[config.mk]
export PLATFORM = sky130hd
export DESIGN_NAME = i2c_master_bit_sequencer
export DESIGN_NICKNAME = d
export VERILOG_FILES = /design/src/rtl/i2cbs_pkg.sv /design/src/rtl/i2c_master_bit_sequencer.sv /design/src/rtl/i2cbs_front.sv /design/src/rtl/i2cbs_back.sv
export VERILOG_INCLUDE_DIRS = /design/src /design/src/rtl
export SDC_FILE = /design/constraint.sdc
export NUM_CORES = 1
export LEC_CHECK = 0
export ABC_AREA = 1
export CORE_ASPECT_RATIO = 1.2
export CORE_MARGIN = 4
export CORE_UTILIZATION = 41
export CTS_CLUSTER_DIAMETER = 30
export DETAILED_ROUTE_END_ITERATION = 7
export DONT_BUFFER_PORTS = 1
export GPL_TIMING_DRIVEN = 1
export MAX_ROUTING_LAYER = met4
export PLACE_DENSITY_LB_ADDON = 0.25
export SYNTH_ARGS = -nofsm -noshare
export SYNTH_HDL_FRONTEND = slang
export SYNTH_SLANG_ARGS = --single-unit
export TNS_END_PERCENT = 100
[constraint.sdc]
create_clock -name clk -period 2.52 [get_ports clk]
set_clock_uncertainty 0.15 [all_clocks]
set_input_delay 0.252 -clock clk [delete_from_list [all_inputs] [get_ports clk]]
set_output_delay 0.252 -clock clk [all_outputs]
set_load 0.02 [all_outputs]
[src/rtl/i2c_master_bit_sequencer_defines.svh]
// Assertion macros shared by the I2C bit sequencer RTL.
`ifndef I2C_MASTER_BIT_SEQUENCER_DEFINES_SVH
`define I2C_MASTER_BIT_SEQUENCER_DEFINES_SVH

// Same-cycle implication, sampled on clk and held off during reset.
`define I2CBS_ASSERT_IMPL(label, ante, cons, msg) \
	label: assert property (@(posedge clk) disable iff (!arst_n) (ante) |-> (cons)) \
		else $error(msg);

// Next-cycle implication, sampled on clk and held off during reset.
`define I2CBS_ASSERT_NEXT(label, ante, cons, msg) \
	label: assert property (@(posedge clk) disable iff (!arst_n) (ante) |=> (cons)) \
		else $error(msg);

`endif

[src/rtl/i2cbs_pkg.sv]
// Shared types and constants of the I2C master bit sequencer.
package i2cbs_pkg;

	localparam int unsigned QueueDepth = 2;

	localparam int unsigned S_TDATA_W = 16;
	localparam int unsigned M_TDATA_W = 16;
	localparam int unsigned CFG_DATA_W = 10;
	localparam int unsigned CFG_IDX_W = 2;

	// Command codes; the idle code is never a valid command.
	localparam logic [2:0] OP_START = 3'd0;
	localparam logic [2:0] OP_STOP = 3'd1;
	localparam logic [2:0] OP_WRITE = 3'd2;
	localparam logic [2:0] OP_READ = 3'd3;
	localparam logic [2:0] OP_ACK = 3'd4;
	localparam logic [2:0] OP_NACK = 3'd5;
	localparam logic [2:0] OP_WAIT_ACK = 3'd6;
	localparam logic [2:0] OP_IDLE = 3'd7;

	// Register indexes.
	localparam logic [CFG_IDX_W-1:0] CFG_SETUP = 2'd0;
	localparam logic [CFG_IDX_W-1:0] CFG_HOLD = 2'd1;
	localparam logic [CFG_IDX_W-1:0] CFG_TIMEOUT = 2'd2;

	localparam logic [9:0] SETUP_RESET = 10'd5;
	localparam logic [9:0] HOLD_RESET = 10'd4;
	localparam logic [7:0] TIMEOUT_RESET = 8'd255;

	typedef struct packed {
		logic       is_cmd;
		logic [2:0] command;
		logic [7:0] write_data;
		logic       sda_in;
	} item_t;

	typedef struct packed {
		logic [9:0] setup_ticks;
		logic [9:0] hold_ticks;
		logic [7:0] ack_timeout;
	} cfg_t;

endpackage

[src/rtl/i2c_master_bit_sequencer.sv]
// Top level of the I2C master bit sequencer: registers, front queue and sequencer.
// Every input beat (a timing tick or a command) yields exactly one result beat carrying
// the SCL/SDA levels, busy, done, the last read byte, the last ack outcome and a
// rejected-command flag. An accepted beat is written into the input queue, from which the
// sequencer takes it into the result register, where its result is offered until taken;
// while the result side does not stall, the sequencer takes one beat per clock, so one
// beat per cycle is sustained. The queue of
// QUEUE_DEPTH beats sits between the input and the sequencer and absorbs stalls on the
// result side; input is refused only when it is full. Bus timing counts ticks, not
// clocks. Registers take effect on the clock after a write and should be written
// while the block is idle.
`include "i2c_master_bit_sequencer_defines.svh"

module i2c_master_bit_sequencer import i2cbs_pkg::*; #(
	parameter int unsigned QUEUE_DEPTH = QueueDepth
) (
	input  logic                  clk,
	input  logic                  arst_n,
	input  logic                  cfg_we,
	input  logic [CFG_IDX_W-1:0]  cfg_index,
	input  logic [CFG_DATA_W-1:0] cfg_wdata,
	input  logic                  s_tvalid,
	output logic                  s_tready,
	input  logic [S_TDATA_W-1:0]  s_tdata,  // command[2:0], write_data[10:3], sda_in[11]
	input  logic                  s_tuser,  // kind: 0 tick, 1 command
	output logic                  m_tvalid,
	input  logic                  m_tready,
	// scl[0], sda_out[1], busy_res[2], done_res[3], read_data[11:4], ack_ok[12],
	// cmd_error[13]
	output logic [M_TDATA_W-1:0]  m_tdata
);

	cfg_t  cfg_q;
	logic  q_valid;
	logic  q_pop;
	item_t q_item;

	always_ff @(posedge clk or negedge arst_n) begin
		if (!arst_n) begin
			cfg_q.setup_ticks <= SETUP_RESET;
			cfg_q.hold_ticks <= HOLD_RESET;
			cfg_q.ack_timeout <= TIMEOUT_RESET;
		end else if (cfg_we) begin
			case (cfg_index)
				CFG_SETUP: cfg_q.setup_ticks <= cfg_wdata;
				CFG_HOLD: cfg_q.hold_ticks <= cfg_wdata;
				CFG_TIMEOUT: cfg_q.ack_timeout <= cfg_wdata[7:0];
				default: cfg_q <= cfg_q;
			endcase
		end
	end

	i2cbs_front #(
		.DEPTH(QUEUE_DEPTH)
	) u_front (
		.clk(clk),
		.arst_n(arst_n),
		.s_tvalid(s_tvalid),
		.s_tready(s_tready),
		.s_tdata(s_tdata),
		.s_tuser(s_tuser),
		.q_valid(q_valid),
		.q_item(q_item),
		.q_pop(q_pop)
	);

	i2cbs_back u_back (
		.clk(clk),
		.arst_n(arst_n),
		.cfg(cfg_q),
		.q_valid(q_valid),
		.q_item(q_item),
		.q_pop(q_pop),
		.m_tvalid(m_tvalid),
		.m_tready(m_tready),
		.m_tdata(m_tdata)
	);

	`I2CBS_ASSERT_IMPL(a_done_not_busy, m_tvalid && m_tdata[3], !m_tdata[2], "done while busy")
	`I2CBS_ASSERT_IMPL(a_err_busy, m_tvalid && m_tdata[13], m_tdata[2], "error while idle")
	`I2CBS_ASSERT_IMPL(a_full_stalled, !s_tready, m_tvalid, "queue full without result")
	`I2CBS_ASSERT_NEXT(a_full_holds, !s_tready && !m_tready, !s_tready, "queue drained in stall")

endmodule

[src/rtl/i2cbs_front.sv]
// Input side: unpacks and classifies beats and holds them in a short queue.
module i2cbs_front import i2cbs_pkg::*; #(
	parameter int unsigned DEPTH = QueueDepth
) (
	input  logic                 clk,
	input  logic                 arst_n,
	input  logic                 s_tvalid,
	output logic                 s_tready,
	input  logic [S_TDATA_W-1:0] s_tdata,   // command[2:0], write_data[10:3], sda_in[11]
	input  logic                 s_tuser,   // kind: 0 tick, 1 command
	output logic                 q_valid,
	output item_t                q_item,
	input  logic                 q_pop
);

	localparam int unsigned PW = (DEPTH > 1) ? $clog2(DEPTH) : 1;
	localparam int unsigned CW = $clog2(DEPTH + 1);

	item_t          mem_q [DEPTH];
	logic [PW-1:0]  wr_ptr_q;
	logic [PW-1:0]  rd_ptr_q;
	logic [CW-1:0]  count_q;
	item_t          in_item;
	logic           push;

	always_comb begin
		in_item.is_cmd = s_tuser;
		in_item.command = s_tdata[2:0];
		in_item.write_data = s_tdata[10:3];
		in_item.sda_in = s_tdata[11];
	end

	assign s_tready = (count_q != CW'(DEPTH));
	assign push = s_tvalid && s_tready;
	assign q_valid = (count_q != '0);
	assign q_item = mem_q[rd_ptr_q];

	always_ff @(posedge clk) begin
		if (push) begin
			mem_q[wr_ptr_q] <= in_item;
		end
	end

	always_ff @(posedge clk or negedge arst_n) begin
		if (!arst_n) begin
			wr_ptr_q <= '0;
			rd_ptr_q <= '0;
			count_q <= '0;
		end else begin
			if (push) begin
				wr_ptr_q <= (wr_ptr_q == PW'(DEPTH - 1)) ? '0 : wr_ptr_q + 1'b1;
			end
			if (q_pop) begin
				rd_ptr_q <= (rd_ptr_q == PW'(DEPTH - 1)) ? '0 : rd_ptr_q + 1'b1;
			end
			case ({push, q_pop})
				2'b10: count_q <= count_q + 1'b1;
				2'b01: count_q <= count_q - 1'b1;
				default: count_q <= count_q;
			endcase
		end
	end

endmodule

[src/rtl/i2cbs_back.sv]
// Execution side: the bus sequencer and the registered result beat.
module i2cbs_back import i2cbs_pkg::*; (
	input  logic                 clk,
	input  logic                 arst_n,
	input  cfg_t                 cfg,
	input  logic                 q_valid,
	input  item_t                q_item,
	output logic                 q_pop,
	output logic                 m_tvalid,
	input  logic                 m_tready,
	output logic [M_TDATA_W-1:0] m_tdata
);

	localparam logic [1:0] PH_LOW = 2'd0;
	localparam logic [1:0] PH_HIGH = 2'd1;
	localparam logic [1:0] PH_TAIL = 2'd2;

	logic       scl_q, scl_d;
	logic       sda_q, sda_d;
	logic [2:0] op_q, op_d;
	logic [1:0] phase_q, phase_d;
	logic [3:0] bit_q, bit_d;
	logic [7:0] shift_q, shift_d;
	logic [9:0] delay_q, delay_d;
	logic [7:0] tmo_q, tmo_d;
	logic       ack_q, ack_d;
	logic [7:0] read_q, read_d;
	logic       done, err, expired;
	logic [9:0] delay_dec;
	logic       m_tvalid_q;
	logic [M_TDATA_W-1:0] m_tdata_q;

	assign expired = (delay_q <= 10'd1);
	assign delay_dec = expired ? '0 : delay_q - 10'd1;

	always_comb begin
		scl_d = scl_q;
		sda_d = sda_q;
		op_d = op_q;
		phase_d = phase_q;
		bit_d = bit_q;
		shift_d = shift_q;
		delay_d = delay_q;
		tmo_d = tmo_q;
		ack_d = ack_q;
		read_d = read_q;
		done = 1'b0;
		err = 1'b0;
		if (q_item.is_cmd) begin
			if (op_q != OP_IDLE) begin
				err = 1'b1;
			end else if (q_item.command != OP_IDLE) begin
				op_d = q_item.command;
				phase_d = PH_LOW;
				bit_d = '0;
				case (q_item.command)
					OP_START: begin
						scl_d = 1'b1;
						sda_d = 1'b1;
						delay_d = cfg.setup_ticks;
					end
					OP_WRITE: begin
						shift_d = q_item.write_data;
						scl_d = 1'b0;
						sda_d = q_item.write_data[7];
					end
					default: begin
						if (q_item.command == OP_READ) begin
							shift_d = '0;
						end
						scl_d = 1'b0;
						sda_d = !(q_item.command == OP_STOP || q_item.command == OP_ACK);
					end
				endcase
			end
		end else if (op_q != OP_IDLE) begin
			case (op_q)
				OP_START: begin
					delay_d = delay_dec;
					if (expired) begin
						if (phase_q == PH_LOW) begin
							sda_d = 1'b0;
							delay_d = cfg.hold_ticks;
							phase_d = PH_HIGH;
						end else begin
							scl_d = 1'b0;
							done = 1'b1;
						end
					end
				end
				OP_STOP: begin
					if (phase_q == PH_LOW) begin
						scl_d = 1'b1;
						delay_d = cfg.hold_ticks;
						phase_d = PH_HIGH;
					end else begin
						delay_d = delay_dec;
						if (expired) begin
							if (phase_q == PH_HIGH) begin
								sda_d = 1'b1;
								delay_d = cfg.setup_ticks;
								phase_d = PH_TAIL;
							end else begin
								done = 1'b1;
							end
						end
					end
				end
				OP_WRITE, OP_READ: begin
					if (phase_q == PH_LOW) begin
						scl_d = 1'b1;
						delay_d = cfg.hold_ticks;
						phase_d = PH_HIGH;
					end else begin
						delay_d = delay_dec;
						if (expired) begin
							// Read data is sampled on the last SCL-high tick of each bit.
							shift_d = {shift_q[6:0], (op_q == OP_READ) && q_item.sda_in};
							scl_d = 1'b0;
							bit_d = bit_q + 4'd1;
							if (bit_d >= 4'd8) begin
								if (op_q == OP_READ) begin
									read_d = shift_d;
								end
								done = 1'b1;
							end else begin
								sda_d = (op_q == OP_WRITE) ? shift_d[7] : 1'b1;
								phase_d = PH_LOW;
							end
						end
					end
				end
				OP_ACK, OP_NACK: begin
					if (phase_q == PH_LOW) begin
						scl_d = 1'b1;
						delay_d = cfg.hold_ticks;
						phase_d = PH_HIGH;
					end else begin
						delay_d = delay_dec;
						if (expired) begin
							scl_d = 1'b0;
							sda_d = 1'b1;
							done = 1'b1;
						end
					end
				end
				OP_WAIT_ACK: begin
					if (phase_q == PH_LOW) begin
						scl_d = 1'b1;
						tmo_d = cfg.ack_timeout;
						phase_d = PH_HIGH;
					end else if (!q_item.sda_in) begin
						ack_d = 1'b1;
						scl_d = 1'b0;
						done = 1'b1;
					end else if (tmo_q <= 8'd1) begin
						tmo_d = '0;
						ack_d = 1'b0;
						scl_d = 1'b0;
						done = 1'b1;
					end else begin
						tmo_d = tmo_q - 8'd1;
					end
				end
				default: begin
					done = 1'b1;
				end
			endcase
			if (done) begin
				op_d = OP_IDLE;
				phase_d = PH_LOW;
			end
		end
	end

	// The sequencer steps whenever the result register is free or being emptied.
	assign q_pop = q_valid && (!m_tvalid_q || m_tready);
	assign m_tvalid = m_tvalid_q;
	assign m_tdata = m_tdata_q;

	always_ff @(posedge clk or negedge arst_n) begin
		if (!arst_n) begin
			scl_q <= 1'b1;
			sda_q <= 1'b1;
			op_q <= OP_IDLE;
			phase_q <= PH_LOW;
			bit_q <= '0;
			shift_q <= '0;
			delay_q <= '0;
			tmo_q <= '0;
			ack_q <= 1'b0;
			read_q <= '0;
			m_tvalid_q <= 1'b0;
		end else begin
			if (q_pop) begin
				scl_q <= scl_d;
				sda_q <= sda_d;
				op_q <= op_d;
				phase_q <= phase_d;
				bit_q <= bit_d;
				shift_q <= shift_d;
				delay_q <= delay_d;
				tmo_q <= tmo_d;
				ack_q <= ack_d;
				read_q <= read_d;
				m_tvalid_q <= 1'b1;
			end else if (m_tready) begin
				m_tvalid_q <= 1'b0;
			end
		end
	end

	always_ff @(posedge clk) begin
		if (q_pop) begin
			m_tdata_q <= {2'b00, err, ack_d, read_d, done, (op_d != OP_IDLE), sda_d, scl_d};
		end
	end

endmodule

==> impl_metrics.env <==
export IMPL_crit_family="simple AND/OR/NAND/NOR gates"
export IMPL_antenna_found_initial=0
export IMPL_busiest_layer="met2"
export IMPL_p_leak_nw=3.175
export IMPL_rows=48
export IMPL_layout_common_cells="nand2_1 (221), inv_1 (73), o21ai_0 (68)"
export IMPL_grt_pass1_wl_um=22490
export IMPL_startpoint="u_back.delay_q[0]"
export IMPL_cp_slowest_cell="nand4_2"
export IMPL_worst_r2r_setup_slack_ns=0.19
export IMPL_synthTopCellsByArea="dfrtp_1 (26%), edfxtp_1 (20%), nand2_1 (14%), dfstp_2 (7.1%), o21ai_0 (5.8%)"
export IMPL_cts_sinks=118
export IMPL_use_met1_pct=19.50
export IMPL_numPortBuffers=0
export IMPL_die_w_um=118.0
export IMPL_nets=796
export IMPL_fin_crit_ns=2.330
export IMPL_fin_tns_setup_ns=0
export IMPL_layout_commonest_cell="nand2_1"
export IMPL_vias=4859
export IMPL_slew_violations=0
export IMPL_met3_usage_pct=4.039
export IMPL_yosysTopAreaCellShare_pct=26.04
export IMPL_drt_iter0_markers=315
export IMPL_yosys_cell_types_count=46
export IMPL_crit_type="flop to flop"
export IMPL_grt_pass1_vias=4859
export IMPL_gp_congestion=0.9150
export IMPL_p_per_area_nw_per_um2=1093
export IMPL_wl_per_cell_um=14.00
export IMPL_maxCapViolations=0
export IMPL_synthCells=713
export IMPL_grt_overflow_total=0
export IMPL_yosysTopAreaCell="dfrtp_1"
export IMPL_ys_seq_area_share_pct=53.25
export IMPL_syn_area_per_cell_um2=8.357
export IMPL_crit_fanout=16
export IMPL_hp_start="cfg_we"
export IMPL_cpPeakStageDelay_ns=0.42
export IMPL_routed_wl_um=13190
export IMPL_num_antenna_cells=0
export IMPL_critical_path_arrival_ns=2.52
export IMPL_r2r_start="u_back.delay_q[0]"
export IMPL_worst_slew_pin_slew_ns=0.5851
export IMPL_syn_area_um2=5958
export IMPL_synth_ff_type="dfrtp_1"
export IMPL_dp_hpwl_um=9069
export IMPL_dieArea_um2=16530
export IMPL_drc=0
export IMPL_die_h_um=140.1
export IMPL_crit_path_cell_trace="inv_1 > ha_1 > o21ai_1 > nor2_2 > buf_4 > nand4_2 > o21ai_1 > nand2_1 > nand2_1"
export IMPL_detail_route_antenna_nets=0
export IMPL_clkTransAtPathRegs_ns=0.05
export IMPL_yosysWarnings=0
export IMPL_ios=52
export IMPL_period_share_pct=92.47
export IMPL_ys_async_sr_fraction_pct=66.10
export IMPL_ir_drop_mv=0.7002
export IMPL_synth_edf_count=40
export IMPL_core_um2=14290
export IMPL_numCtsBuffers=17
export IMPL_max_slew_margin_pct=60.90
export IMPL_grt_max_degree=79
export IMPL_firstDrtPassIters=5
export IMPL_ys_ff_latch=118
export IMPL_crit_required_ns=2.71
export IMPL_max_freq_ghz=0.4292
export IMPL_grt_usage_pct=17.35
export IMPL_clockBufferDepth=2
export IMPL_cts_tree="done"
export IMPL_drive_gt1_share_pct=11.21
export IMPL_synthToLayoutAreaGrowth_pct=18.82
export IMPL_crit_path_start_kind="flop"
export IMPL_viasPerCell=5.158
export IMPL_rsz0062_at_grt="false"
export IMPL_clock_tree_root_cell="clkbuf_16"
export IMPL_initial_utilization_pct=41.68
export IMPL_clk_latency_ns=0.41
export IMPL_hold_viol_final=0
export IMPL_total_power_mw=7.736
export IMPL_finalSetupViolCount=0
export IMPL_cts_htree_levels=4
export IMPL_outcome="complete, no violations"
export IMPL_hold_class="input port to flop"
export IMPL_use_met2_pct=29.68
export IMPL_setup_worst_path_end_class="flop"
export IMPL_path_buf_inv=2
routing by layer:
layer | wire length (µm) | part of all wire, %
met1 | 5627 | 43
met2 | 6790 | 51
met4 | 289 | 2.2
met3 | 485 | 3.7
met5 | 0 | 0
power breakdown:
| group | internal [mW] | leakage [nW] | switching [mW] |
|---|---|---|---|
| Clock | 1.54 | 0.284 | 0.812 |
| Sequential | 2.56 | 1.31 | 0.412 |
| Combinational | 0.814 | 1.58 | 1.60 |
| Total | 4.91 | 3.17 | 2.82 |
worst register-to-register path, cell delays in order (launching register included):
cell     delay (ns)
dfrtp_1        0.41
inv_1          0.11
ha_1           0.23
o21ai_1        0.10
nor2_2         0.11
buf_4          0.20
nand4_2        0.42
o21ai_1        0.38
nand2_1        0.08
nand2_1        0.06
per-stage QoR:
step	instances	cell area (µm²)	setup WS, ns	hold WS, ns	util (%)
floorplan	714	5963	0.1129	-0.1936	-
global placement	882	6188	0.2043	-0.1915	43.29
detailed placement	882	6188	0.1634	-0.1910	43.29
CTS	941	7048	0.1504	0.1508	49.31
global route	942	7079	0.02160	0.2085	49.53
finish	942	7079	0.1898	0.1680	49.53
synthesized netlist by cell type (2+ instances only):
cell and n:
ha_1 8, xnor2_1 5, nand3_1 34, o21ai_2 3
buf_1 2, inv_2 7, clkbuf_1 11, clkinv_1 2
dfstp_2 16, inv_1 73, nor2_4 2, nand2_1 221
nor3_1 3, a21oi_1 28, o21ai_0 69, buf_4 5
nand4_1 4, edfxtp_1 40, nor2_1 53, a31oi_1 3
o31ai_1 4, o211ai_1 3, o22ai_1 3, o21ai_1 16
nor2_2 4, buf_2 6, dfrtp_1 62, xor2_1 6
a22oi_1 3
logic make-up after synthesis:
kind of cell,share of synthesized area [%]
flops,53.25
other cells,0.06294
simple gates,22.64
buf+inv,7.308
xor+xnor,1.617
fa+ha+maj,1.680
compound gates,13.44
cell type report:
cell class	count	area, µm²
clock buffers	21	440.4
repair buffers	46	442.9
multi-input cells	489	2361
clock inverters	11	131.4
inverters	82	311.5
fillers	1293	7214
well taps	175	219.0
flip-flops and latches	118	3173
what timing repair did:
| action | 4_1_cts | 5_1_grt |
|---|---|---|
| gates resized for setup | 0 | 2 |
| buffers inserted | 0 | 1 |
| endpoints found under the hold margin | 134 | 0 |
| hold buffers | 27 | 0 |
| endpoints found under the setup margin | 0 | 14 |
path summary, 6_finish.rpt:
path                                      to  cells after the start
setup / recovery            u_back.read_q[7]                      9
min in group asynchronous  u_back.shift_q[2]                      2
hold / removal                      cfg_q[4]                      2
hold reg to reg             u_back.read_q[6]                      2
max in group asynchronous          cfg_q[20]                      2
setup reg to reg            u_back.read_q[7]                      9
state kept, by name, summed over array words and instances (netlist names):
| register | count |
|---|---|
| cfg_q | 28 |
| u_front.mem_q | 26 |
| u_back.m_tdata | 14 |
| u_back.delay_q | 10 |
| u_back.read_q | 8 |
| u_back.tmo_q | 8 |
| u_back.shift_q | 7 |
| u_back.bit_q | 4 |
| u_back.op_q | 3 |
| u_back.phase_q | 2 |
| u_front.count_q | 2 |
| u_back.ack_q | 1 |
| u_back.m_tvalid | 1 |
| u_back.scl_q | 1 |
| u_back.sda_q | 1 |
| u_front.rd_ptr_q | 1 |
| u_front.wr_ptr_q | 1 |
Note: power is estimated with default switching activity, not from simulation.
